--- src/hdl/potts_metropolis_site_update_3d_top_defines.svh ---
// Assertion macros for the lattice update RTL, used by the site engine.
`ifndef POTTS_METROPOLIS_SITE_UPDATE_3D_TOP_DEFINES_SVH
`define POTTS_METROPOLIS_SITE_UPDATE_3D_TOP_DEFINES_SVH

`ifndef ASSERT_OFF
// Same-cycle implication, disabled while reset is low.
`define PMSU_ASSERT_IMP(label, clk, rst_n, ante, cons) \
  label: assert property (@(posedge clk) disable iff (!rst_n) (ante) |-> (cons)) \
    else $error("pmsu check failed");
// Next-cycle implication, disabled while reset is low.
`define PMSU_ASSERT_NXT(label, clk, rst_n, ante, cons) \
  label: assert property (@(posedge clk) disable iff (!rst_n) (ante) |=> (cons)) \
    else $error("pmsu check failed");
`else
`define PMSU_ASSERT_IMP(label, clk, rst_n, ante, cons)
`define PMSU_ASSERT_NXT(label, clk, rst_n, ante, cons)
`endif

`endif

--- src/hdl/pmsu_pkg.sv ---
// Shared constants, codes and types for the Potts lattice update block.
`timescale 1ns / 1ps
package pmsu_pkg;

  // Field widths
  localparam int OP_W    = 2;
  localparam int COORD_W = 5;
  localparam int VALUE_W = 8;
  localparam int RND_W   = 16;
  localparam int THR_W   = 17;
  localparam int CHG_W   = 4;

  // Threshold registers, one per negative change -1 .. -6
  localparam int NUM_THR = 6;
  localparam logic [THR_W-1:0] THR_RESET = 17'h10000;

  // Configuration port
  localparam int CFG_ADDR_W = 5;
  localparam int CFG_DATA_W = 32;

  // Stream payload widths
  localparam int IN_TDATA_W  = 40;
  localparam int OUT_TDATA_W = 16;

  // Parameter defaults
  localparam int DEF_SIDE      = 32;
  localparam int DEF_SPIN_BITS = 8;

  // Operation codes
  localparam logic [OP_W-1:0] OP_UPDATE = 2'd0;
  localparam logic [OP_W-1:0] OP_WRITE  = 2'd1;
  localparam logic [OP_W-1:0] OP_READ   = 2'd2;

  typedef logic [NUM_THR-1:0][THR_W-1:0] thr_arr_t;

  typedef struct packed {
    logic                    accepted;
    logic [VALUE_W-1:0]      site_value;
    logic signed [CHG_W-1:0] energy_change;
  } res_t;

endpackage

--- src/hdl/pmsu_cfg_regs.sv ---
// APB-style threshold register file.
`timescale 1ns / 1ps
module pmsu_cfg_regs import pmsu_pkg::*; (
  input  logic                  clk,
  input  logic                  rst_n,
  input  logic                  cfg_psel,
  input  logic                  cfg_penable,
  input  logic                  cfg_pwrite,
  input  logic [CFG_ADDR_W-1:0] cfg_paddr,
  input  logic [CFG_DATA_W-1:0] cfg_pwdata,
  output logic [CFG_DATA_W-1:0] cfg_prdata,
  output logic                  cfg_pready,
  output thr_arr_t              thr
);

  thr_arr_t   thr_r;
  logic [2:0] reg_idx;
  logic       wr_en;

  assign cfg_pready = 1'b1;
  assign reg_idx    = cfg_paddr[CFG_ADDR_W-1:2];
  assign wr_en      = cfg_psel && cfg_penable && cfg_pwrite && cfg_pready;

  // Register writes; addresses past the last register are dropped
  always_ff @(posedge clk) begin
    if (!rst_n) begin
      for (int i = 0; i < NUM_THR; i++) begin
        thr_r[i] <= THR_RESET;
      end
    end else if (wr_en && (reg_idx < 3'(NUM_THR))) begin
      thr_r[reg_idx] <= cfg_pwdata[THR_W-1:0];
    end
  end

  // Read mux
  always_comb begin
    cfg_prdata = '0;
    if (reg_idx < 3'(NUM_THR)) begin
      cfg_prdata = CFG_DATA_W'(thr_r[reg_idx]);
    end
  end

  assign thr = thr_r;

endmodule

--- config.mk ---
export PLATFORM = sky130hd
export DESIGN_NAME = pmsu_cfg_regs
export DESIGN_NICKNAME = d
export VERILOG_FILES = /design/src/hdl/potts_metropolis_site_update_3d_top_defines.svh /design/src/hdl/pmsu_pkg.sv /design/src/hdl/pmsu_cfg_regs.sv
export SDC_FILE = /design/constraint.sdc
export NUM_CORES = 1
export LEC_CHECK = 0
export BUFFER_PORTS_ARGS = -buffer_cell sky130_fd_sc_hd__buf_4
export CAP_MARGIN = 10
export CORE_MARGIN = 2
export CORE_UTILIZATION = 53
export DETAILED_ROUTE_END_ITERATION = 7
export PLACE_DENSITY_LB_ADDON = 0.2
export SLEW_MARGIN = 40
export SYNTH_ARGS = -nofsm -noshare
export SYNTH_HDL_FRONTEND = slang
export SYNTH_SLANG_ARGS = --single-unit
--- constraint.sdc ---
create_clock -name clk -period 3.39 [get_ports clk]
set_input_delay 0.339 -clock clk [delete_from_list [all_inputs] [get_ports clk]]
set_output_delay 0.339 -clock clk [all_outputs]
set_load 0.01 [all_outputs]
Word level (Yosys, flattened, before mapping)
Index checks and enable logic that the tools add are counted.
Widths: inputs -> output; s select.
{ "word_totals": {"output_inout_bits": 135, "ram_bits": 0, "word_cells": 19, "mem_count": 0, "rom_bits": 0, "in_bits": 42, "reg_bits": 102, "latchBits": 0} }
{ "op_classes": {"n_reduce_logical": 4, "div": 0, "n_bitwise": 0, "n_mux": 6, "n_eq_ne": 0, "order_cmp": 3, "n_mul": 0, "shift": 0, "n_addsub": 0} }
{ "op_table": {"columns": ["cell", "count"], "rows": [
  ["$bwmux 102", 1],
  ["$bmux 17 s3", 1],
  ["$demux 17 s3", 1],
  ["$mux 17", 3],
  ["$logic_and 1x1->1", 4],
  ["$lt 3x4->1 const B", 1],
  ["$ge 3x1->1 const B", 1],
  ["$lt 3x3->1 const B", 1]
]} }

Longest topological paths before layout
Gate-level depths: netlist of the first run.
{ "logic_depth": {"ltp_word": 5, "mapped_depth": 6, "ltp_nobuf": 3} }

Worst setup path after synthesis of the first run
OpenSTA, ideal clock, no wires.
{ "synth_path": {"kind": "input to output", "startpoint": "input cfg_paddr[3]", "endpoint": "output cfg_prdata[4]", "setup_slack_ns": 1.521, "arrival_ns": 1.530, "stages": 5, "required_ns": 3.051, "n_path_buf": 2, "cell_sequence": "buf_2 buf_1 mux2_2 a221oi_1 a21oi_1"} }
{ "synth_via": {"elab_chain_cells": 3, "word_cells_on_any_way": 4, "classes_between": "order compare (1); mux (3)"} }
{ "synth_lines": {"columns": ["item", "line_no", "rtl"], "rows": [
  ["start, declared", "pmsu_cfg_regs.sv:9", "input logic [CFG_ADDR_W-1:0] cfg_paddr,"],
  ["$bmux 17 s3", "pmsu_cfg_regs.sv:39", "cfg_prdata = CFG_DATA_W'(thr_r[reg_idx]);"],
  ["$mux 17 (not written as such)", "pmsu_cfg_regs.sv:39", null],
  ["$mux 17 (*)", "pmsu_cfg_regs.sv:38", "if (reg_idx < 3'(NUM_THR)) begin"],
  ["end, declared", "pmsu_cfg_regs.sv:11", "output logic [CFG_DATA_W-1:0] cfg_prdata,"]
]} }
Mark *: on every way between the ends. The rest lies on a longest branch, timed or not. The select of a mux whose other input is x is not followed.

Final worst setup path of the first run
{ "layout_path": {"startpoint": "input cfg_paddr[3]", "endpoint": "output cfg_prdata[3]"} }
The elaborated chain is that of the path after synthesis.

==> results of run 1 <==
## through the flow
| stage | hold slack [ps] | total power, uW | instances |
|---|---|---|---|
| 2_1_floorplan | 488 | 1370 | 491 |
| 3_3_place_gp | 454 | 1430 | 696 |
| 3_5_place_dp | 466 | 1430 | 696 |
| 4_1_cts | 308 | 2170 | 711 |
| 5_1_grt | 359 | 2240 | 711 |
| 6_report | 309 | 2170 | 711 |
## area by class of cell
cell class / count / area (um^2)
Sequential cell: 102 / 2040
Inverter: 1 / 3.75
Fill cell: 702 / 2760
Timing Repair Buffer: 149 / 1130
Clock inverter: 5 / 60.1
Tap cell: 108 / 135
Multi-Input combinational cell: 336 / 2420
Clock buffer: 10 / 128
## kinds of logic after synthesis
kind of cell,count (synthesis)
other,2
and+or+nand+nor,135
buffers and inverters,53
muxes,141
AOI/OAI and AO/OA,44
DFF,102
## path summary, 6_finish.rpt
kind,end,slack (ps),from,depth (start not counted)
worst min-delay path,thr[16]$_SDFFE_PN1P_,310,cfg_pwdata[16],3
worst max register to register,thr[92]$_SDFFE_PN0P_,2720,thr[92]$_SDFFE_PN0P_,2
worst max-delay path,cfg_prdata[3],1300,cfg_paddr[3],5
worst min register to register,thr[56]$_SDFFE_PN0P_,480,thr[56]$_SDFFE_PN0P_,2
## report_power, final
| group | switching, uW | internal, uW |
|---|---|---|
| Sequential | 7.37 | 1210 |
| Clock | 421 | 341 |
| Combinational | 119 | 73.1 |
## per-layer routing
layer  share of wire  routed length, um  global-route usage  vias to the layer above
met5               0                  0                   0                        -
met4           0.017                206              0.0811                        0
met3           0.059                731              0.0558                       17
met2            0.49               6080               0.430                      117
met1            0.43               5330               0.323                     1888
li1                -                  -                   -                     1868
## critical path, cell delays in order
cell and delay, ps:
buf_4 390, mux2_2 400, a221oi_1 360, a21oi_1 80, buf_4 170
## synth_stat cells, drive strengths merged, types with 4 or more instances
| cell type | instances |
|---|---|
| a21oi | 8 |
| a221oi | 8 |
| a22oi | 16 |
| buf | 34 |
| clkbuf | 18 |
| dfxtp | 102 |
| mux2 | 24 |
| mux2i | 117 |
| nand2 | 112 |
| nor2 | 5 |
| nor2b | 9 |
| o22ai | 4 |
==> flow_summary.json, run 1 <==
{
  "critPathMaxFanout": 36,
  "synth_cells": 477,
  "place_worst_setup_slack_ps": 1090,
  "insertion_delay_ps": 350,
  "cts-htree-levels": 3,
  "ys_warn_count": 0,
  "finalHoldViolations": 0,
  "num_vias": 3890,
  "setup.worst_path.start_class": "input port",
  "die_h_um": 98.2,
  "synth_mux_area_frac": 0.306,
  "fin_ws_ps": 1300,
  "first_pass_iters": 4,
  "fin_tns_setup_ps": 0,
  "rsz0062_at_grt": "false",
  "globalRouteOverflowTotal": 0,
  "syn2layout_area_growth_pct": 25.9,
  "synth_area_leaders": "dfxtp_1 (43%), mux2i_1 (25%), nand2_1 (8.9%)",
  "postSynthAreaPerCell_um2": 9.86,
  "maxCapViolCount": 0,
  "tightest_slew_ps": 815,
  "rows": 34,
  "fin_nets": 641,
  "yosys.area.top_type": "dfxtp_1",
  "synthAdderAreaFrac": 0,
  "ant_nets": 0,
  "ctsResizeCount": 0,
  "status": "finished, final reports clean",
  "synth_edf_count": 0,
  "gp_congestion": 0.809,
  "stdcell_area_um2": 5920,
  "min_period_ps": 2090,
  "wl_um": 12400,
  "drc": 0,
  "setup_viol": 0,
  "synth_top_family_by_area": "multiplexers",
  "ys_seq_area_frac": 0.434,
  "cts.sinks": 102,
  "p_leak_uw": 0.00251,
  "grt_max_degree": 48,
  "numCtsBuffers": 9,
  "netlist_area_um2": 4700,
  "async_flop_share": 0,
  "cts_tree": "done",
  "insertedDiodeCount": 0,
  "ir_drop_mv": 0.242,
  "final_util": 0.682,
  "core_area_um2": 8680,
  "synth_top_area_share": 0.434,
  "postCtsSetupBuffers": 0,
  "start_util": 0.542,
  "clk_path_buf_depth": 2,
  "drt_iter0_drc": 135,
  "maxSlewHeadroom": 0.455,
  "grt_pass1_vias": 3799,
  "antenna_found_initial": 0,
  "synth_xor_area_frac": 0,
  "clk_pin_slew_worst_paths_ps": 90,
  "layout_commonest_cell": "buf_4",
  "wl_per_cell_um": 17.4,
  "fin_worst_skew_ps": 0,
  "yosys.cell_types.count": 26,
  "io_buffer_count": 143,
  "synth_ff_type": "dfxtp_1",
  "vias_per_cell": 5.47,
  "crit_type": "input port to output pin",
  "drv_slew": 0,
  "worstSetupEndpointType": "output pin",
  "hp-class": "input port to register",
  "yosys.area_share.simple": 0.127,
  "drive_gt1_frac": 0.320,
  "dieWidth_um": 98.2,
  "dieArea_um2": 9650,
  "grtUsageTotal": 0.253,
  "layout_common_cells": "buf_4 (148), mux2i_1 (117), nand2_1 (112), dfxtp_1 (102), mux2_2 (24)",
  "arrival_ps": 1750,
  "cts_root_buffer": "clkbuf_8",
  "finalCritPeriodShare": 0.617,
  "synth_compound_area_frac": 0.0676,
  "dpl_cell_area_um2": 5730,
  "ctsHoldBuffers": 0,
  "max_freq_mhz": 478,
  "grt_pass1_wl_um": 19800,
  "synth.ff_latch_count": 102,
  "p_per_area_nw_per_um2": 366,
  "critical_path_required_ps": 3050,
  "dp_hpwl_um": 8190,
  "largest_reg_flops": 102,
  "ios": 177
}
Power figures use the tool's default switching activity.
==> run 2, diff against run 1 <==
CORE_UTILIZATION = 49   (was 53)
clock period = 1.94 ns   (was 3.39 ns; I/O delays follow)
==> run 2 against run 1 <==
  * Via count rose by 1.8%
  * Sequential power rose by 75%
  * Hold slack got worse by 110 ps
  * Largest power group unchanged
==> flow_summary.json, run 2 (synthesis gave the netlist of run 1 again) <==
{
  "first_pass_iters": 6,
  "dpl_cell_area_um2": 5910,
  "numCtsBuffers": 9,
  "fin_tns_setup_ps": 0,
  "gp_congestion": 0.795,
  "grt_pass1_vias": 3894,
  "drv_slew": 0,
  "grt_pass1_wl_um": 19900,
  "drc": 0,
  "drive_gt1_frac": 0.335,
  "status": "finished, final reports clean",
  "max_freq_mhz": 580,
  "cts_tree": "done",
  "fin_ws_ps": 216,
  "insertedDiodeCount": 0,
  "arrival_ps": 1530,
  "cts_root_buffer": "clkbuf_8",
  "rows": 35,
  "setup_viol": 0,
  "antenna_found_initial": 0,
  "postCtsSetupBuffers": 0,
  "fin_worst_skew_ps": 0,
  "ir_drop_mv": 0.397,
  "grt_max_degree": 40,
  "multi_input_area_um2": 2420,
  "wl_um": 12800,
  "clk_pin_slew_worst_paths_ps": 90,
  "stdcell_area_um2": 6130,
  "clk_path_buf_depth": 2,
  "rsz0062_at_grt": "false",
  "wl_per_cell_um": 17.1,
  "ios": 177,
  "seq_area_um2": 2040,
  "holdWs_ps": 195,
  "crit_type": "input port to output pin",
  "die_h_um": 102,
  "syn2layout_area_growth_pct": 30.3,
  "core_area_um2": 9280,
  "ctsHoldBuffers": 0,
  "dp_hpwl_um": 8750,
  "io_buffer_count": 143,
  "critical_path_required_ps": 1750,
  "dieWidth_um": 102,
  "maxCapViolCount": 0,
  "min_period_ps": 1720,
  "critPathMaxFanout": 36,
  "cts.sinks": 102,
  "vias_per_cell": 5.31,
  "layout_commonest_cell": "buf_4",
  "hp-class": "input port to register",
  "dieArea_um2": 10400,
  "finalCritPeriodShare": 0.888,
  "fin_nets": 654,
  "p_per_area_nw_per_um2": 647,
  "largest_reg_flops": 102,
  "finalHoldViolations": 0,
  "start_util": 0.507,
  "place_worst_setup_slack_ps": 101,
  "cts-htree-levels": 3,
  "setup.worst_path.start_class": "input port",
  "drt_iter0_drc": 147,
  "worstSetupEndpointType": "output pin",
  "insertion_delay_ps": 350,
  "globalRouteOverflowTotal": 0,
  "grtUsageTotal": 0.245,
  "p_leak_uw": 0.00261,
  "ant_nets": 0,
  "n_fill_cell": 793,
  "num_vias": 3960,
  "layout_common_cells": "buf_4 (157), mux2i_1 (117), nand2_1 (112), dfxtp_1 (102), mux2_2 (24)",
  "ctsResizeCount": 0
}
[run 2: cell count changes in the layout (fill, tap and decap cells not counted)]
cell	previous run	this run
inv_8	0	1
buf_12	1	5
clkinvlp_4	1	0
bufinv_16	1	2
buf_4	148	157
[run 2: worst paths after layout]
path	slack, ps	startpoint	to	depth (start not counted)
min	190	cfg_pwdata[16]	thr[33]$_SDFFE_PN1P_	3
min reg2reg	480	thr[94]$_SDFFE_PN0P_	thr[94]$_SDFFE_PN0P_	2
max reg2reg	1240	thr[1]$_SDFFE_PN0P_	thr[1]$_SDFFE_PN0P_	2
max	220	cfg_paddr[3]	cfg_prdata[3]	5
[run 2: power breakdown]
part / internal (uW) / total (uW) / switching [uW]
Sequential: 2110 / 2120 / 12.8
Combinational: 140 / 355 / 215
Clock: 742 / 1490 / 746
Total: 2990 / 3960 / 974
[run 2: critical path, cell delays in order]
cell and delay (ps):
buf_4 410, mux2_2 400, a221oi_1 300, a21oi_1 70, buf_4 150
[run 2: stage by stage]
| step | cells | utilization | power, uW |
|---|---|---|---|
| finish | 746 | 0.660 | 3960 |
| detailed placement | 730 | 0.636 | 2520 |
| floorplan | 491 | - | 2390 |
| global placement | 730 | 0.636 | 2520 |
| global route | 746 | 0.660 | 4090 |
| CTS | 746 | 0.660 | 3990 |
[run 2: layout make-up]
class / instances / share of cell area
clock buffers: 10 / 0.0208
clock inverters: 6 / 0.0153
repair buffers: 162 / 0.209
well taps: 129 / 0.0263
multi-input cells: 336 / 0.395
flip-flops and latches: 102 / 0.333
inverters: 1 / 0.000612
[run 2: metal layers]
metal / part of all wire / track usage / vias to the layer above
li1: - / - / 1897
met1: 0.43 / 0.305 / 1928
met2: 0.51 / 0.429 / 124
met3: 0.052 / 0.0479 / 11
met4: 0.010 / 0.0769 / 0
met5: 0 / 0 / -
