--- config.mk ---
export PLATFORM = sky130hd
export DESIGN_NAME = pmsu_site_engine
export DESIGN_NICKNAME = d
export VERILOG_FILES = /design/src/hdl/pmsu_pkg.sv /design/src/hdl/pmsu_site_engine.sv
export VERILOG_INCLUDE_DIRS = /design/src /design/src/hdl
export SDC_FILE = /design/constraint.sdc
export NUM_CORES = 1
export LEC_CHECK = 0
export ABC_AREA = 1
export ABC_CLOCK_PERIOD_IN_PS = 2900
export BUFFER_PORTS_ARGS = -buffer_cell sky130_fd_sc_hd__buf_2
export CELL_PAD_IN_SITES_DETAIL_PLACEMENT = 1
export CELL_PAD_IN_SITES_GLOBAL_PLACEMENT = 1
export CORE_ASPECT_RATIO = 1.5
export CORE_UTILIZATION = 32
export CTS_CLUSTER_SIZE = 20
export DETAILED_ROUTE_END_ITERATION = 8
export PLACE_DENSITY_LB_ADDON = 0.1
export SKIP_LAST_GASP = 1
export SLEW_MARGIN = 10
export SYNTH_ARGS = -nofsm -noshare
export SYNTH_HDL_FRONTEND = slang
export SYNTH_SLANG_ARGS = --single-unit
--- constraint.sdc ---
create_clock -name clk -period 2.9 [get_ports clk]
set_clock_uncertainty 0.1 [all_clocks]
set_input_delay 0.435 -clock clk [delete_from_list [all_inputs] [get_ports clk]]
set_output_delay 0.435 -clock clk [all_outputs]
set_load 0.01 [all_outputs]
--- src/hdl/potts_metropolis_site_update_3d_top_defines.svh ---
// Assertion macros for the lattice update RTL, used by the site engine.
`ifndef POTTS_METROPOLIS_SITE_UPDATE_3D_TOP_DEFINES_SVH
`define POTTS_METROPOLIS_SITE_UPDATE_3D_TOP_DEFINES_SVH

`ifndef ASSERT_OFF
// Same-cycle implication, disabled while reset is low.
`define PMSU_ASSERT_IMP(label, clk, rst_n, ante, cons) \
  label: assert property (@(posedge clk) disable iff (!rst_n) (ante) |-> (cons)) \
    else $error("pmsu check failed");
// Next-cycle implication, disabled while reset is low.
`define PMSU_ASSERT_NXT(label, clk, rst_n, ante, cons) \
  label: assert property (@(posedge clk) disable iff (!rst_n) (ante) |=> (cons)) \
    else $error("pmsu check failed");
`else
`define PMSU_ASSERT_IMP(label, clk, rst_n, ante, cons)
`define PMSU_ASSERT_NXT(label, clk, rst_n, ante, cons)
`endif

`endif

--- src/hdl/pmsu_pkg.sv ---
// Shared constants, codes and types for the Potts lattice update block.
`timescale 1ns / 1ps
package pmsu_pkg;

  // Field widths
  localparam int OP_W    = 2;
  localparam int COORD_W = 5;
  localparam int VALUE_W = 8;
  localparam int RND_W   = 16;
  localparam int THR_W   = 17;
  localparam int CHG_W   = 4;

  // Threshold registers, one per negative change -1 .. -6
  localparam int NUM_THR = 6;
  localparam logic [THR_W-1:0] THR_RESET = 17'h10000;

  // Configuration port
  localparam int CFG_ADDR_W = 5;
  localparam int CFG_DATA_W = 32;

  // Stream payload widths
  localparam int IN_TDATA_W  = 40;
  localparam int OUT_TDATA_W = 16;

  // Parameter defaults
  localparam int DEF_SIDE      = 32;
  localparam int DEF_SPIN_BITS = 8;

  // Operation codes
  localparam logic [OP_W-1:0] OP_UPDATE = 2'd0;
  localparam logic [OP_W-1:0] OP_WRITE  = 2'd1;
  localparam logic [OP_W-1:0] OP_READ   = 2'd2;

  typedef logic [NUM_THR-1:0][THR_W-1:0] thr_arr_t;

  typedef struct packed {
    logic                    accepted;
    logic [VALUE_W-1:0]      site_value;
    logic signed [CHG_W-1:0] energy_change;
  } res_t;

endpackage

--- src/hdl/pmsu_site_engine.sv ---
// Read-modify-write sequencer: clear pass, neighbor reads, Metropolis decision.
`timescale 1ns / 1ps
`include "potts_metropolis_site_update_3d_top_defines.svh"
module pmsu_site_engine import pmsu_pkg::*; #(
  parameter int SIDE      = DEF_SIDE,
  parameter int SPIN_BITS = DEF_SPIN_BITS,
  parameter int ADDR_W    = 15
) (
  input  logic                 clk,
  input  logic                 rst_n,
  // request side
  input  logic                 in_valid,
  output logic                 in_ready,
  input  logic [OP_W-1:0]      in_op,
  input  logic [COORD_W-1:0]   in_x,
  input  logic [COORD_W-1:0]   in_y,
  input  logic [COORD_W-1:0]   in_z,
  input  logic [VALUE_W-1:0]   in_value,
  input  logic [RND_W-1:0]     in_rnd,
  input  thr_arr_t             thr,
  // result side
  input  logic                 out_free,
  output logic                 res_valid,
  output res_t                 res,
  // store port
  output logic                 ram_we,
  output logic [ADDR_W-1:0]    ram_addr,
  output logic [SPIN_BITS-1:0] ram_wdata,
  input  logic [SPIN_BITS-1:0] ram_rdata
);

  localparam int SITES = SIDE * SIDE * SIDE;
  localparam int PLANE = SIDE * SIDE;
  localparam int CW    = $clog2(SIDE);
  localparam logic [ADDR_W-1:0] CLR_LAST = ADDR_W'(SITES - 1);
  localparam logic [CW-1:0]     C_MAX    = CW'(SIDE - 1);

  // Sequencer states
  localparam logic [2:0] ST_CLEAR  = 3'd0;
  localparam logic [2:0] ST_IDLE   = 3'd1;
  localparam logic [2:0] ST_READ   = 3'd2;
  localparam logic [2:0] ST_LAST   = 3'd3;
  localparam logic [2:0] ST_DECIDE = 3'd4;

  // Read steps: site first, then the six neighbors
  localparam logic [2:0] NB_CENTER = 3'd0;
  localparam logic [2:0] NB_XDN    = 3'd1;
  localparam logic [2:0] NB_XUP    = 3'd2;
  localparam logic [2:0] NB_YDN    = 3'd3;
  localparam logic [2:0] NB_YUP    = 3'd4;
  localparam logic [2:0] NB_ZUP    = 3'd5;
  localparam logic [2:0] NB_ZDN    = 3'd6;

  logic [2:0]           state_r,   state_nxt;
  logic [2:0]           step_r,    step_nxt;
  logic                 rd_vld_r,  rd_vld_nxt;
  logic [2:0]           rd_step_r, rd_step_nxt;
  logic [ADDR_W-1:0]    clr_addr_r, clr_addr_nxt;
  logic [OP_W-1:0]      op_r,      op_nxt;
  logic [CW-1:0]        x_r,       x_nxt;
  logic [CW-1:0]        y_r,       y_nxt;
  logic [CW-1:0]        z_r,       z_nxt;
  logic [SPIN_BITS-1:0] val_r,     val_nxt;
  logic [RND_W-1:0]     rnd_r,     rnd_nxt;
  logic [SPIN_BITS-1:0] old_r,     old_nxt;
  logic [CHG_W-1:0]     change_r,  change_nxt;

  logic [CW-1:0]        coord_mod [2**COORD_W];
  logic [CW-1:0]        x_dn, x_up, y_dn, y_up, z_dn, z_up;
  logic [CW-1:0]        sx, sy, sz;
  logic [ADDR_W-1:0]    addr_calc;
  logic [2:0]           last_step;
  logic [CHG_W-1:0]     neg_chg;
  logic [2:0]           thr_idx;
  logic                 rnd_ok;
  logic                 upd_acc;
  logic                 acc;
  logic                 eq_new, eq_old;

  // Coordinate reduction table (identity when the side covers the field)
  for (genvar g = 0; g < 2**COORD_W; g++) begin : g_cmod
    assign coord_mod[g] = CW'(g % SIDE);
  end

  // Periodic neighbor coordinates
  assign x_dn = (x_r == '0)    ? C_MAX : x_r - CW'(1);
  assign x_up = (x_r == C_MAX) ? '0    : x_r + CW'(1);
  assign y_dn = (y_r == '0)    ? C_MAX : y_r - CW'(1);
  assign y_up = (y_r == C_MAX) ? '0    : y_r + CW'(1);
  assign z_dn = (z_r == '0)    ? C_MAX : z_r - CW'(1);
  assign z_up = (z_r == C_MAX) ? '0    : z_r + CW'(1);

  // Coordinate of the access in flight; the site itself outside the read phase
  always_comb begin
    sx = x_r;
    sy = y_r;
    sz = z_r;
    if (state_r == ST_READ) begin
      case (step_r)
        NB_XDN:  sx = x_dn;
        NB_XUP:  sx = x_up;
        NB_YDN:  sy = y_dn;
        NB_YUP:  sy = y_up;
        NB_ZUP:  sz = z_up;
        NB_ZDN:  sz = z_dn;
        default: sx = x_r;
      endcase
    end
  end

  assign addr_calc = ADDR_W'(sx) * ADDR_W'(PLANE) + ADDR_W'(sy) * ADDR_W'(SIDE)
                   + ADDR_W'(sz);

  assign last_step = (op_r == OP_UPDATE) ? NB_ZDN : NB_CENTER;

  // Neighbor match against proposed and current spin
  assign eq_new = (ram_rdata == val_r);
  assign eq_old = (ram_rdata == old_r);

  // Acceptance: an update on non-negative change always, else random against threshold; a write always, a read never
  assign neg_chg = CHG_W'(0) - change_r;
  assign thr_idx = 3'(neg_chg - CHG_W'(1));
  assign rnd_ok  = ({1'b0, rnd_r} <= thr[thr_idx]);
  assign upd_acc = !change_r[CHG_W-1] || rnd_ok;
  assign acc     = (op_r == OP_UPDATE) ? upd_acc : (op_r == OP_WRITE);

  // Result fields
  assign res.accepted      = acc;
  assign res.site_value    = VALUE_W'(acc ? val_r : old_r);
  assign res.energy_change = signed'(change_r);

  // Sequencer
  always_comb begin
    state_nxt    = state_r;
    step_nxt     = step_r;
    clr_addr_nxt = clr_addr_r;
    op_nxt       = op_r;
    x_nxt        = x_r;
    y_nxt        = y_r;
    z_nxt        = z_r;
    val_nxt      = val_r;
    rnd_nxt      = rnd_r;
    old_nxt      = old_r;
    change_nxt   = change_r;
    rd_vld_nxt   = (state_r == ST_READ);
    rd_step_nxt  = step_r;
    in_ready     = 1'b0;
    res_valid    = 1'b0;
    ram_we       = 1'b0;
    ram_addr     = addr_calc;
    ram_wdata    = val_r;

    // Read data returns in the cycle after its address
    if (rd_vld_r) begin
      if (rd_step_r == NB_CENTER) begin
        old_nxt = ram_rdata;
      end else begin
        change_nxt = change_r + CHG_W'(eq_new) - CHG_W'(eq_old);
      end
    end

    case (state_r)
      ST_CLEAR: begin
        ram_we       = 1'b1;
        ram_addr     = clr_addr_r;
        ram_wdata    = '0;
        clr_addr_nxt = clr_addr_r + ADDR_W'(1);
        if (clr_addr_r == CLR_LAST) begin
          state_nxt = ST_IDLE;
        end
      end
      ST_IDLE: begin
        in_ready = 1'b1;
        if (in_valid) begin
          op_nxt     = in_op;
          x_nxt      = coord_mod[in_x];
          y_nxt      = coord_mod[in_y];
          z_nxt      = coord_mod[in_z];
          val_nxt    = in_value[SPIN_BITS-1:0];
          rnd_nxt    = in_rnd;
          change_nxt = '0;
          step_nxt   = NB_CENTER;
          state_nxt  = (in_op == OP_WRITE) ? ST_DECIDE : ST_READ;
        end
      end
      ST_READ: begin
        step_nxt = step_r + 3'd1;
        if (step_r == last_step) begin
          state_nxt = ST_LAST;
        end
      end
      ST_LAST: begin
        state_nxt = ST_DECIDE;
      end
      ST_DECIDE: begin
        if (out_free) begin
          res_valid = 1'b1;
          ram_we    = acc;
          state_nxt = ST_IDLE;
        end
      end
      default: begin
        state_nxt = ST_IDLE;
      end
    endcase
  end

  // Control state
  always_ff @(posedge clk) begin
    if (!rst_n) begin
      state_r    <= ST_CLEAR;
      step_r     <= NB_CENTER;
      rd_vld_r   <= 1'b0;
      clr_addr_r <= '0;
    end else begin
      state_r    <= state_nxt;
      step_r     <= step_nxt;
      rd_vld_r   <= rd_vld_nxt;
      clr_addr_r <= clr_addr_nxt;
    end
  end

  // Request payload and accumulators
  always_ff @(posedge clk) begin
    rd_step_r <= rd_step_nxt;
    op_r      <= op_nxt;
    x_r       <= x_nxt;
    y_r       <= y_nxt;
    z_r       <= z_nxt;
    val_r     <= val_nxt;
    rnd_r     <= rnd_nxt;
    old_r     <= old_nxt;
    change_r  <= change_nxt;
  end

  `PMSU_ASSERT_NXT(a_accept_leaves_idle, clk, rst_n, in_valid && in_ready, state_r != ST_IDLE)
  `PMSU_ASSERT_IMP(a_result_into_free_slot, clk, rst_n, res_valid, out_free)
  `PMSU_ASSERT_IMP(a_store_only_on_change, clk, rst_n, ram_we && (state_r != ST_CLEAR), (op_r == OP_UPDATE) || (op_r == OP_WRITE))
  `PMSU_ASSERT_IMP(a_last_read_pending, clk, rst_n, state_r == ST_LAST, rd_vld_r)
  `PMSU_ASSERT_NXT(a_clear_ends_idle, clk, rst_n, (state_r == ST_CLEAR) && (clr_addr_r == CLR_LAST), state_r == ST_IDLE)

endmodule
Yosys cells after proc, flatten, opt, wreduce, memory -nomap -nowiden
Memories as Yosys holds them, arrays and structs flattened. A register that Yosys moved wholly into a read port is not among the register bits. Cells that the tools add are included.

Memories kept: 3. Output and inout bits: 39. ROM bits: 480. Register bits: 63.

Memories: (no name shown) (words 32, width 5, rd ports 1, clocked after Yosys merged registers in 1, wr ports 0, RTL line pmsu_site_engine.sv:178) `z_nxt = coord_mod[in_z];`; (no name shown) (words 32, width 5, rd ports 1, clocked after Yosys merged registers in 1, wr ports 0, RTL line pmsu_site_engine.sv:177) `y_nxt = coord_mod[in_y];`; (no name shown) (words 32, width 5, rd ports 1, clocked after Yosys merged registers in 1, wr ports 0, RTL line pmsu_site_engine.sv:176) `x_nxt = coord_mod[in_x];`.

Eq/ne operators: 23. Bitwise logic cells: 3. Reductions and logical operators: 13. Multiplexer cells: 36. Add/subtract/negate cells: 14. $lt $le $gt $ge: 2.

Operator list (number): $bmux W17 S3 (1); $mux W5 (9); $pmux W5 S2 (3); $mux W3 (7); $not A5 Y6 (3); $le A16 B17 Y1 (1); $mux W17 (1); $eq A8 B8 Y1 (2); $mux W4 (4); $mux W8 (2); $add A15 B1 Y15 const B (1); $add A15 B10 Y15 (1); $add A15 B5 Y15 (1); $add A5 B1 Y5 const B (3); $eq A15 B15 Y1 const B (1); $eq A5 B5 Y1 const B (3); $logic_not A5 Y1 (3); $mux W15 (1); $pmux W3 S5 (1); $sub A5 B1 Y5 const B (3); $eq A3 B2 Y1 const B (4); $eq A3 B3 Y1 const B (4); $eq A3 B1 Y1 const B (2); $logic_not A3 Y1 (2); 19 further kinds (28).

Logic depth before layout (Yosys ltp)
Gate-level depths: netlist of run 1.

Depth after elaboration: 9. Mapped depth: 21. Gate-level depth less buffers: 19.

Worst setup path after synthesis of run 1
No wires, ideal clock.

Kind: flip-flop to output port. Start: reg change_r[0]. End: out res[12] (netlist name). Path slack: -88 ps. Cell stages (with the launch flop): 15. Arrival: 2453 ps. Path through: dfxtp_1 buf_2 clkbuf_1 nor2_1 o22ai_1 a2bb2oi_1 ha_1 nand2_1 nor2_1 and2_1 a211oi_2 nand2_4 nand2_4 inv_1 buf_4.

Longest elaborated chain between the ends: 7.

Ends and longest elaborated chain: start: declaration (RTL line pmsu_site_engine.sv:66) `logic [CHG_W-1:0] change_r, change_nxt;`; start signal: assignment (RTL line pmsu_site_engine.sv:233) `change_r <= change_nxt;`; $sub A1 B3 Y3 (RTL line pmsu_site_engine.sv:121) `assign neg_chg = CHG_W'(0) - change_r;`; $sub A3 B1 Y3 (RTL line pmsu_site_engine.sv:122) `assign thr_idx = 3'(neg_chg - CHG_W'(1));`; $bmux W17 S3 (RTL line pmsu_site_engine.sv:123) `assign rnd_ok = ({1'b0, rnd_r} <= thr[thr_idx]);`; $mux W17 (not written as such) (RTL line pmsu_site_engine.sv:123); $le A16 B17 Y1 (RTL line pmsu_site_engine.sv:123); $logic_or A1 B1 Y1 (RTL line pmsu_site_engine.sv:124) `assign upd_acc = !change_r[CHG_W-1] || rnd_ok;`; $mux W1 (RTL line pmsu_site_engine.sv:125) `assign acc = (op_r == OP_UPDATE) ? upd_acc : (op_r == OP_WRITE);`; end: declaration (RTL line pmsu_site_engine.sv:24) `output res_t res,`.

No other way between the ends. The select of a mux whose other input is x is not followed.

==> results.json, run 1 <==
{
  "synthArstFlopShare": 0,
  "first_pass_iters": 4,
  "path_depth": 16,
  "cts.sinks": 78,
  "cp_slowest_stage_delay_ns": 0.43,
  "syn_area_per_cell_um2": 7.79,
  "final_nets": 1098,
  "rows": 57,
  "p_switching_mw": 1.28,
  "cts_buffers": 9,
  "path_class": "register to output port",
  "dieArea_um2": 17300,
  "yosys.area.top_type": "edfxtp_1",
  "hold_class": "input port to register",
  "cp_max_fo": 6,
  "setup_viol": 10,
  "status": "finished with violations",
  "first_global_vias": 6112,
  "cp_cell_sequence": "inv_8 -> buf_12 -> buf_4 -> nor2_1 -> a2bb2oi_1 -> ha_1 -> nand2_1 -> nor2_4 -> and2_1 -> a211oi_2 -> buf_4 -> nand2_8 -> nand2_8 -> nand2_2 -> nand2_1 -> buf_2",
  "cts_buffer_depth": 2,
  "drive_gt1_frac": 0.362,
  "clkLatencyLatePin_ns": 0.34,
  "synth_most_common_cell": "nor2_1",
  "cts_root_buffer": "clkbuf_16",
  "drv_cap": 0,
  "fin_area_um2": 7600,
  "worstPathRequired_ns": 2.37,
  "wl_per_cell_um": 18.2,
  "yosysSeqAreaShare": 0.382,
  "fp.dieH_um": 161,
  "synthTopCellsByCount": "nor2_1, nand2_1, o21ai_0",
  "critPathTopFamily": "simple AND/OR/NAND/NOR gates",
  "critPathBufInv": 5,
  "synth_flop_cell": "edfxtp_1",
  "violations": "setup timing",
  "period_minus_slack_ns": 3.35,
  "holdPathStages": 1,
  "num_vias": 5676,
  "rsz0062_at_grt": "yes",
  "p_leak_nw": 3.42,
  "place_area_um2": 6710,
  "numPortBuffers": 193,
  "p_seq_frac": 0.316,
  "dp_hpwl_mm": 15.8,
  "grt_max_degree": 26,
  "ys_top_cells_by_area": "edfxtp_1, dfxtp_1, ha_1, nor2_1, o21ai_0",
  "ys_seq_elements": 78,
  "finalMaxSlewViolations": 0,
  "p_int_mw": 2.59,
  "timing.fmax_ghz": 0.299,
  "clkTransAtPathRegs_ns": 0.06,
  "clkPwrFrac": 0.285,
  "dp_worst_setup_slack_ns": -0.245,
  "end_kind": "output port",
  "area_delta_synth_final_pct": 41.4,
  "powerDensity_nw_per_um2": 510,
  "relSlewSlack": 0.314,
  "synth_edf_count": 49,
  "worst_slack_ns": -0.450,
  "grt_first_pass_wirelength_mm": 30.8,
  "ant_nets": 0,
  "combinationalPowerShare": 0.399,
  "power.share.switching": 0.331,
  "drtIter0Drc": 218,
  "finalHoldViolCount": 0,
  "ios": 194,
  "ff2ff_path_depth": 13,
  "tightestPinTransition_ns": 1.02,
  "hold_slack_ns": 0.163,
  "die_w_um": 108,
  "place_congestion": 0.851,
  "cts-htree-levels": 3,
  "synth_top_area_frac": 0.274,
  "syn_inst": 690,
  "grtUsageTotal": 0.233,
  "finalCritPeriodShare": 1.16,
  "drc_errors": 0,
  "p_total_mw": 3.88,
  "finalSetupTns_ns": -4.21,
  "vdd.ir_drop.worst_mv": 0.232,
  "cp_slowest_cell": "dfxtp_4",
  "via_per_inst": 5.07,
  "synth_cell_type_count": 49,
  "n_fill_cell": 2040,
  "initial_utilization": 0.329,
  "synth_nets": 881,
  "ys_warn_count": 0,
  "antenna_found_initial": 1,
  "cp.arrival_ns": 2.81,
  "routed_wl_mm": 20.4,
  "overflow": 0,
  "fp.coreArea_um2": 16300,
  "syn_area_um2": 5380,
  "cts_tree": "built",
  "critPathLaunchType": "register",
  "ctsHoldBuffers": 0
}
## per-stage QoR
step / utilization / cells
after floorplan: - / 690
after global placement: 0.411 / 1083
after detailed placement: 0.411 / 1083
after CTS: 0.445 / 1108
after global routing: 0.465 / 1118
final: 0.466 / 1119
## power groups by stage
| stage | clock (mW) | sequential (mW) | combinational (mW) |
|---|---|---|---|
| 3_5_place_dp | 0 | 1.24 | 1.16 |
| 4_1_cts | 1.14 | 1.22 | 1.36 |
| 3_3_place_gp | 0 | 1.23 | 1.13 |
| 2_1_floorplan | 0 | 1.25 | 0.665 |
| 6_report | 1.10 | 1.22 | 1.55 |
| 5_1_grt | 1.17 | 1.23 | 1.69 |
## per-layer routing
metal,track usage,wire length (µm),up-vias,share of wire
met5,0,0,-,0
met1,0.227,7500,2685,0.37
met2,0.475,11400,158,0.56
met3,0.0321,825,36,0.041
met4,0.0897,620,0,0.030
li1,-,-,2797,-
## final cells by class
cell class	count	area [µm²]	area share
tap	206	258	0.0339
inverter	75	292	0.0383
multi-input combinational	511	3210	0.422
sequential	78	2060	0.271
timing repair buffer	232	1500	0.197
clock buffer	11	254	0.0334
antenna	1	2.50	0.000329
clock inverter	5	37.5	0.00494
## placed cells by master (no fill, tap or decap), types with 22 or more instances in the layout
master	synthesis	routed
dfxtp_1	29	27
nand3_1	31	26
edfxtp_1	49	49
inv_1	68	67
buf_4	1	22
o21ai_0	76	55
nand2_1	85	77
buf_2	8	192
a21oi_1	50	47
ha_1	35	34
nor2_1	109	98
## flip-flops by register name, summed over array words and instances, names as in the netlist
signal	flops
change_r	4
clr_addr_r	15
old_r	8
op_r	2
rd_step_nxt	3
rd_step_r	3
rd_vld_r	1
rnd_r	16
state_r	3
val_r	8
x_r	5
y_r	5
z_r	5
## final timing paths
check,start,slack (ns),endpoint
worst max-delay path,change_r[0],-0.45,res[7]
worst min-delay path,in_x[4],0.16,x_r[4]
worst max register to register,val_r[6],0.16,change_r[3]
worst min register to register,rd_step_nxt[0],0.32,rd_step_r[0]
## repair_timing
item                                   in CTS  in global routing
gates cloned                                4                  4
endpoints found under the hold margin       0                  0
pin swaps                                  24                 29
buffers inserted                            6                  6
gates resized for setup                    47                 55
setup endpoints to repair                  13                 20
## kinds of logic after synthesis
group	after synthesis	share of synthesized area
compound gates	182	0.193
xor+xnor	31	0.0505
fa+ha+maj	36	0.0852
buf+inv	103	0.0759
flops	78	0.382
simple gates	260	0.214
(Power assumes the default switching activity.)
==> run 2: changes to the inputs <==
--- a/config.mk
+++ b/config.mk
@@ -7,12 +7,12 @@
 export NUM_CORES = 1
 export LEC_CHECK = 0
 export ABC_AREA = 1
-export ABC_CLOCK_PERIOD_IN_PS = 2900
+export ABC_CLOCK_PERIOD_IN_PS = 3600
 export BUFFER_PORTS_ARGS = -buffer_cell sky130_fd_sc_hd__buf_2
 export CELL_PAD_IN_SITES_DETAIL_PLACEMENT = 1
 export CELL_PAD_IN_SITES_GLOBAL_PLACEMENT = 1
 export CORE_ASPECT_RATIO = 1.5
-export CORE_UTILIZATION = 32
+export CORE_UTILIZATION = 36
 export CTS_CLUSTER_SIZE = 20
 export DETAILED_ROUTE_END_ITERATION = 8
 export PLACE_DENSITY_LB_ADDON = 0.1
@@ -21,3 +21,4 @@
 export SYNTH_ARGS = -nofsm -noshare
 export SYNTH_HDL_FRONTEND = slang
 export SYNTH_SLANG_ARGS = --single-unit
+export TNS_END_PERCENT = 30
==> constraint.sdc (replaced) <==
create_clock -name clk -period 3.6 [get_ports clk]
set_clock_uncertainty 0.1 [all_clocks]
set_input_delay 0.54 -clock clk [delete_from_list [all_inputs] [get_ports clk]]
set_output_delay 0.54 -clock clk [all_outputs]
set_load 0.01 [all_outputs]
==> run 2 against run 1 <==
Design area is 4.2% lower. First-iteration DRC count is 39% lower. Sequential cell count stayed put. Via count is 0.44% higher. Largest power group unchanged. Critical path depth is 1 lower. Count of clock-buffer cells in the layout is 1 lower. Wire length is 2.9% lower. Combinational power is 28% lower. Register-to-register slack better by 0.78 ns. Die area is 11% lower. The run now ends clean.
==> results.json, run 2 (synthesis results as in run 1) <==
{
  "status": "completed",
  "finalCritPeriodShare": 0.990,
  "cpMostUsedCell": "nand2_1",
  "layout_commonest_cell": "buf_2",
  "via_per_inst": 5.20,
  "relSlewSlack": 0.319,
  "period_minus_slack_ns": 3.56,
  "cp_slowest_cell": "dfxtp_4",
  "largest_reg_flops": 16,
  "drv_cap": 0,
  "ios": 194,
  "first_pass_iters": 4,
  "cts_buffers": 9,
  "power.share.switching": 0.320,
  "wl_per_cell_um": 18.0,
  "hold_class": "input port to register",
  "die_w_um": 102,
  "final_nets": 1087,
  "clkPwrFrac": 0.318,
  "fp.coreArea_um2": 14600,
  "final_cell_mix": "buf_2, nor2_1, nand2_1",
  "finalSetupTns_ns": 0,
  "clkLatencyLatePin_ns": 0.34,
  "worstPathRequired_ns": 2.96,
  "p_seq_frac": 0.320,
  "clkTransAtPathRegs_ns": 0.07,
  "instances_no_fill": 1097,
  "n_fill_cell": 1869,
  "setup_viol": 0,
  "vdd.ir_drop.worst_mv": 0.249,
  "n_antenna_cell": 0,
  "cts_root_buffer": "clkbuf_16",
  "first_global_vias": 5766,
  "p_int_mw": 2.09,
  "num_vias": 5701,
  "timing.fmax_ghz": 0.281,
  "initial_utilization": 0.368,
  "finalHoldViolCount": 0,
  "ant_nets": 0,
  "dp_hpwl_mm": 15.3,
  "cp.arrival_ns": 2.92,
  "p_leak_nw": 3.32,
  "grtUsageTotal": 0.240,
  "p_total_mw": 3.07,
  "critPathLaunchType": "register",
  "fp.dieH_um": 152,
  "drtIter0Drc": 132,
  "finalMaxSlewViolations": 0,
  "cts.sinks": 78,
  "rows": 54,
  "combinationalPowerShare": 0.362,
  "place_congestion": 0.899,
  "grt_first_pass_wirelength_mm": 27.9,
  "powerDensity_nw_per_um2": 421,
  "cts_tree": "built",
  "p_switching_mw": 0.981,
  "cp_cell_sequence": "clkinv_8 -> clkbuf_4 -> o21ai_0 -> o22ai_1 -> a21oi_1 -> ha_1 -> nand2_1 -> nor2_4 -> and2_1 -> a211oi_2 -> nand2_4 -> buf_6 -> nand3_1 -> nand2_1 -> buf_2",
  "end_kind": "output port",
  "cts_buffer_depth": 2,
  "reg_top3": "rnd_r x16, clr_addr_r x15",
  "rsz0062_at_grt": "yes",
  "overflow": 0,
  "largest_register": "rnd_r",
  "numPortBuffers": 193,
  "drc_errors": 0,
  "path_class": "register to output port",
  "routed_wl_mm": 19.8,
  "tightestPinTransition_ns": 1.01,
  "dieArea_um2": 15400,
  "cts-htree-levels": 3,
  "place_inst": 1063,
  "grt_max_degree": 53,
  "antenna_found_initial": 0,
  "cp_slowest_stage_delay_ns": 0.41,
  "cp_max_fo": 7,
  "area_delta_synth_final_pct": 35.5,
  "drive_gt1_frac": 0.319
}
[run 2: path summary, 6_finish.rpt]
path	start	end	slack [ns]	cells past startpoint
setup / recovery	change_r[0]	res[7]	0.04	15
hold / removal	in_rnd[11]	rnd_r[11]	0.27	1
setup reg to reg	val_r[7]	change_r[3]	0.94	13
hold reg to reg	rd_step_nxt[0]	rd_step_r[0]	0.31	0
[run 2: timing repair]
| action | CTS | global route |
|---|---|---|
| pin swaps | 0 | 15 |
| endpoints found under the setup margin | 5 | 10 |
| resized for setup | 2 | 65 |
| cloned | 0 | 4 |
| setup buffers | 0 | 14 |
| hold buffers | 0 | 0 |
[run 2: power by group through the flow]
| stage | clock network [mW] | logic, mW | registers [mW] |
|---|---|---|---|
| 6_report | 0.976 | 1.11 | 0.982 |
| 5_1_grt | 1.03 | 1.22 | 0.984 |
| 3_5_place_dp | 0 | 0.840 | 0.993 |
| 4_1_cts | 0.998 | 0.847 | 0.974 |
| 3_3_place_gp | 0 | 0.820 | 0.992 |
| 2_1_floorplan | 0 | 0.533 | 1.00 |
[run 2: area by class of cell]
class / instances / area, µm² / area share
flip-flops and latches: 78 / 2060 / 0.282
clock inverters: 6 / 86.3 / 0.0118
inverters: 75 / 297 / 0.0407
repair buffers: 223 / 1340 / 0.184
well taps: 196 / 245 / 0.0337
multi-input cells: 509 / 3030 / 0.416
clock buffers: 10 / 229 / 0.0314
[run 2: through the flow]
step	util	worst slack (ns)	instance area, µm²	hold slack (ns)
3_5_place_dp	0.450	0.323	6570	0.300
5_1_grt	0.499	-0.130	7290	0.265
3_3_place_gp	0.450	0.392	6570	0.285
4_1_cts	0.472	0.0475	6890	0.266
6_report	0.499	0.0377	7290	0.273
2_1_floorplan	-	0.507	5380	0.251
[run 2: worst max-delay path, delay by kind of cell, from the launching register on]
family                   cells  cell delay (ns)
AO/OA/AOI/OAI                4             0.77
adder cells (fa/ha/maj)      1             0.26
buffers and inverters        4             0.55
flip-flops                   1             0.41
AND/OR/NAND/NOR              6             0.58
[run 2: metal layers]
| layer | global-route usage | vias to the layer above | routed length (µm) |
|---|---|---|---|
| li1 | - | 2769 | - |
| met1 | 0.228 | 2719 | 6900 |
| met2 | 0.503 | 177 | 11400 |
| met3 | 0.0307 | 36 | 888 |
| met4 | 0.0855 | 0 | 586 |
| met5 | 0 | - | 0 |
==> run 3: changes to the inputs <==
--- a/config.mk
+++ b/config.mk
@@ -15,7 +15,8 @@
 export CORE_UTILIZATION = 36
 export CTS_CLUSTER_SIZE = 20
 export DETAILED_ROUTE_END_ITERATION = 8
-export PLACE_DENSITY_LB_ADDON = 0.1
+export PLACE_DENSITY_LB_ADDON = 0.05
+export SETUP_SLACK_MARGIN = 0.5
 export SKIP_LAST_GASP = 1
 export SLEW_MARGIN = 10
 export SYNTH_ARGS = -nofsm -noshare
==> run 3 against run 2 <==
Sequential power up 0.9%. Sequential cell count unchanged. Global-route usage up 1.9 points. Critical endpoint is now res[10]. Highest routed layer is now met5.
==> results.json, run 3 (synthesis results as in run 1) <==
{
  "cts_buffers": 9,
  "instances_no_fill": 1101,
  "clkTransAtPathRegs_ns": 0.06,
  "n_fill_cell": 1852,
  "cts_buffer_depth": 2,
  "worstPathRequired_ns": 2.96,
  "place_area_um2": 6540,
  "cts_root_buffer": "clkbuf_16",
  "drtIter0Drc": 134,
  "p_leak_nw": 3.39,
  "cp_max_fo": 7,
  "fp.dieH_um": 152,
  "finalHoldViolCount": 0,
  "period_minus_slack_ns": 3.60,
  "ctsHoldBuffers": 0,
  "cts-htree-levels": 3,
  "place_congestion": 0.917,
  "clkLatencyLatePin_ns": 0.34,
  "powerDensity_nw_per_um2": 427,
  "cts.sinks": 78,
  "first_pass_iters": 4,
  "grt_first_pass_wirelength_mm": 29.9,
  "status": "completed",
  "rows": 54,
  "path_class": "register to output port",
  "vdd.ir_drop.worst_mv": 0.218,
  "ff2ff_path_depth": 13,
  "dp_worst_setup_slack_ns": 0.261,
  "cp-startpoint": "change_r[0]",
  "cp_slowest_cell": "dfxtp_4",
  "place_inst": 1060,
  "drc_errors": 0,
  "worst_slack_ns": 0.000821,
  "timing.fmax_ghz": 0.278,
  "reg_top3": "rnd_r x16, clr_addr_r x15",
  "hold_slack_ns": 0.271,
  "layout_commonest_cell": "buf_2",
  "cp.arrival_ns": 2.96,
  "critPathCapture": "res[10]",
  "dieArea_um2": 15400,
  "wl_per_cell_um": 18.9,
  "via_per_inst": 5.24,
  "rsz0062_at_grt": "yes",
  "r2r-end": "change_r[3]",
  "end_kind": "output port",
  "grt_max_degree": 27,
  "ant_nets": 0,
  "die_w_um": 102,
  "setup_viol": 0,
  "initial_utilization": 0.368,
  "largest_register": "rnd_r",
  "finalCritPeriodShare": 1.00,
  "relSlewSlack": 0.276,
  "tightestPinTransition_ns": 1.08,
  "hold_class": "input port to register",
  "dp_hpwl_mm": 14.9,
  "routed_wl_mm": 20.8,
  "first_global_vias": 6020,
  "cpMostUsedCell": "nand2_1",
  "cts_tree": "built",
  "ios": 194,
  "r2r_start": "val_r[0]",
  "cp_slowest_stage_delay_ns": 0.45,
  "area_delta_synth_final_pct": 40.1,
  "grtUsageTotal": 0.259,
  "fp.coreArea_um2": 14600,
  "reg2reg_slack_ns": 0.86,
  "fin_area_um2": 7530,
  "antenna_found_initial": 2,
  "finalMaxSlewViolations": 0,
  "drive_gt1_frac": 0.352,
  "cp_cell_sequence": "buf_12 -> buf_16 -> o21ai_2 -> o22ai_1 -> a21oi_2 -> ha_1 -> nand4_1 -> inv_2 -> nand2_2 -> nor2_2 -> a211oi_4 -> nand2_4 -> nand2_8 -> nand2_1 -> nand2_1 -> buf_2",
  "p_total_mw": 3.22,
  "numPortBuffers": 193,
  "num_vias": 5766,
  "critPathLaunchType": "register",
  "largest_reg_flops": 16,
  "overflow": 0,
  "final_nets": 1089,
  "drv_cap": 0,
  "final_cell_mix": "buf_2, nor2_1, nand2_1"
}
-- run 3: layout make-up --
cell class	count	area (µm²)	area share
Tap cell	196	245	0.0325
Antenna cell	2	5.00	0.000664
Timing Repair inverter	3	28.8	0.00382
Clock inverter	6	42.5	0.00565
Clock buffer	10	250	0.0332
Timing Repair Buffer	220	1400	0.186
Sequential cell	78	2060	0.273
Multi-Input combinational cell	511	3200	0.425
Inverter	75	302	0.0400
-- run 3: routing by layer --
| layer | part of all wire | routed length (µm) | global-route usage | vias to the layer above |
|---|---|---|---|---|
| li1 | - | - | - | 2783 |
| met1 | 0.35 | 7270 | 0.242 | 2745 |
| met2 | 0.56 | 11600 | 0.523 | 174 |
| met3 | 0.047 | 966 | 0.0459 | 62 |
| met4 | 0.045 | 927 | 0.128 | 2 |
| met5 | 0.00039 | 8 | 0 | - |
-- run 3: what timing repair did --
action,CTS,global route
cloned,9,2
gates resized for setup,70,37
setup endpoints to repair,11,13
pin swaps,13,28
buffers inserted,10,2
-- run 3: worst min-delay path by stage --
stage | startpoint | end | slack (ns) | cells past startpoint
2_1_floorplan | rd_step_nxt[2] | rd_step_r[2] | 0.25 | 0
3_3_place_gp | rd_step_nxt[0] | rd_step_r[0] | 0.28 | 0
3_5_place_dp | rd_step_nxt[0] | rd_step_r[0] | 0.30 | 0
4_1_cts | in_y[2] | y_r[2] | 0.26 | 1
5_1_grt | in_y[3] | y_r[3] | 0.26 | 1
6_report | in_y[2] | y_r[2] | 0.27 | 1
-- run 3: power by group --
group          switching [mW]  internal, mW
Clock                   0.372         0.511
Sequential             0.0261         0.965
Combinational           0.699         0.643
-- run 3: stage by stage --
step | setup TNS (ns) | util
2_1_floorplan | 0 | -
3_3_place_gp | 0 | 0.448
3_5_place_dp | 0 | 0.448
4_1_cts | 0 | 0.503
5_1_grt | -1.66 | 0.516
6_report | 0 | 0.516
-- run 3: worst max-delay path: cells and delay by family (launching register included) --
family	cells	cell delay, ns
AO/OA/AOI/OAI	4	0.74
AND/OR/NAND/NOR	7	0.61
buffers and inverters	4	0.46
flip-flops	1	0.45
adder cells (fa/ha/maj)	1	0.33
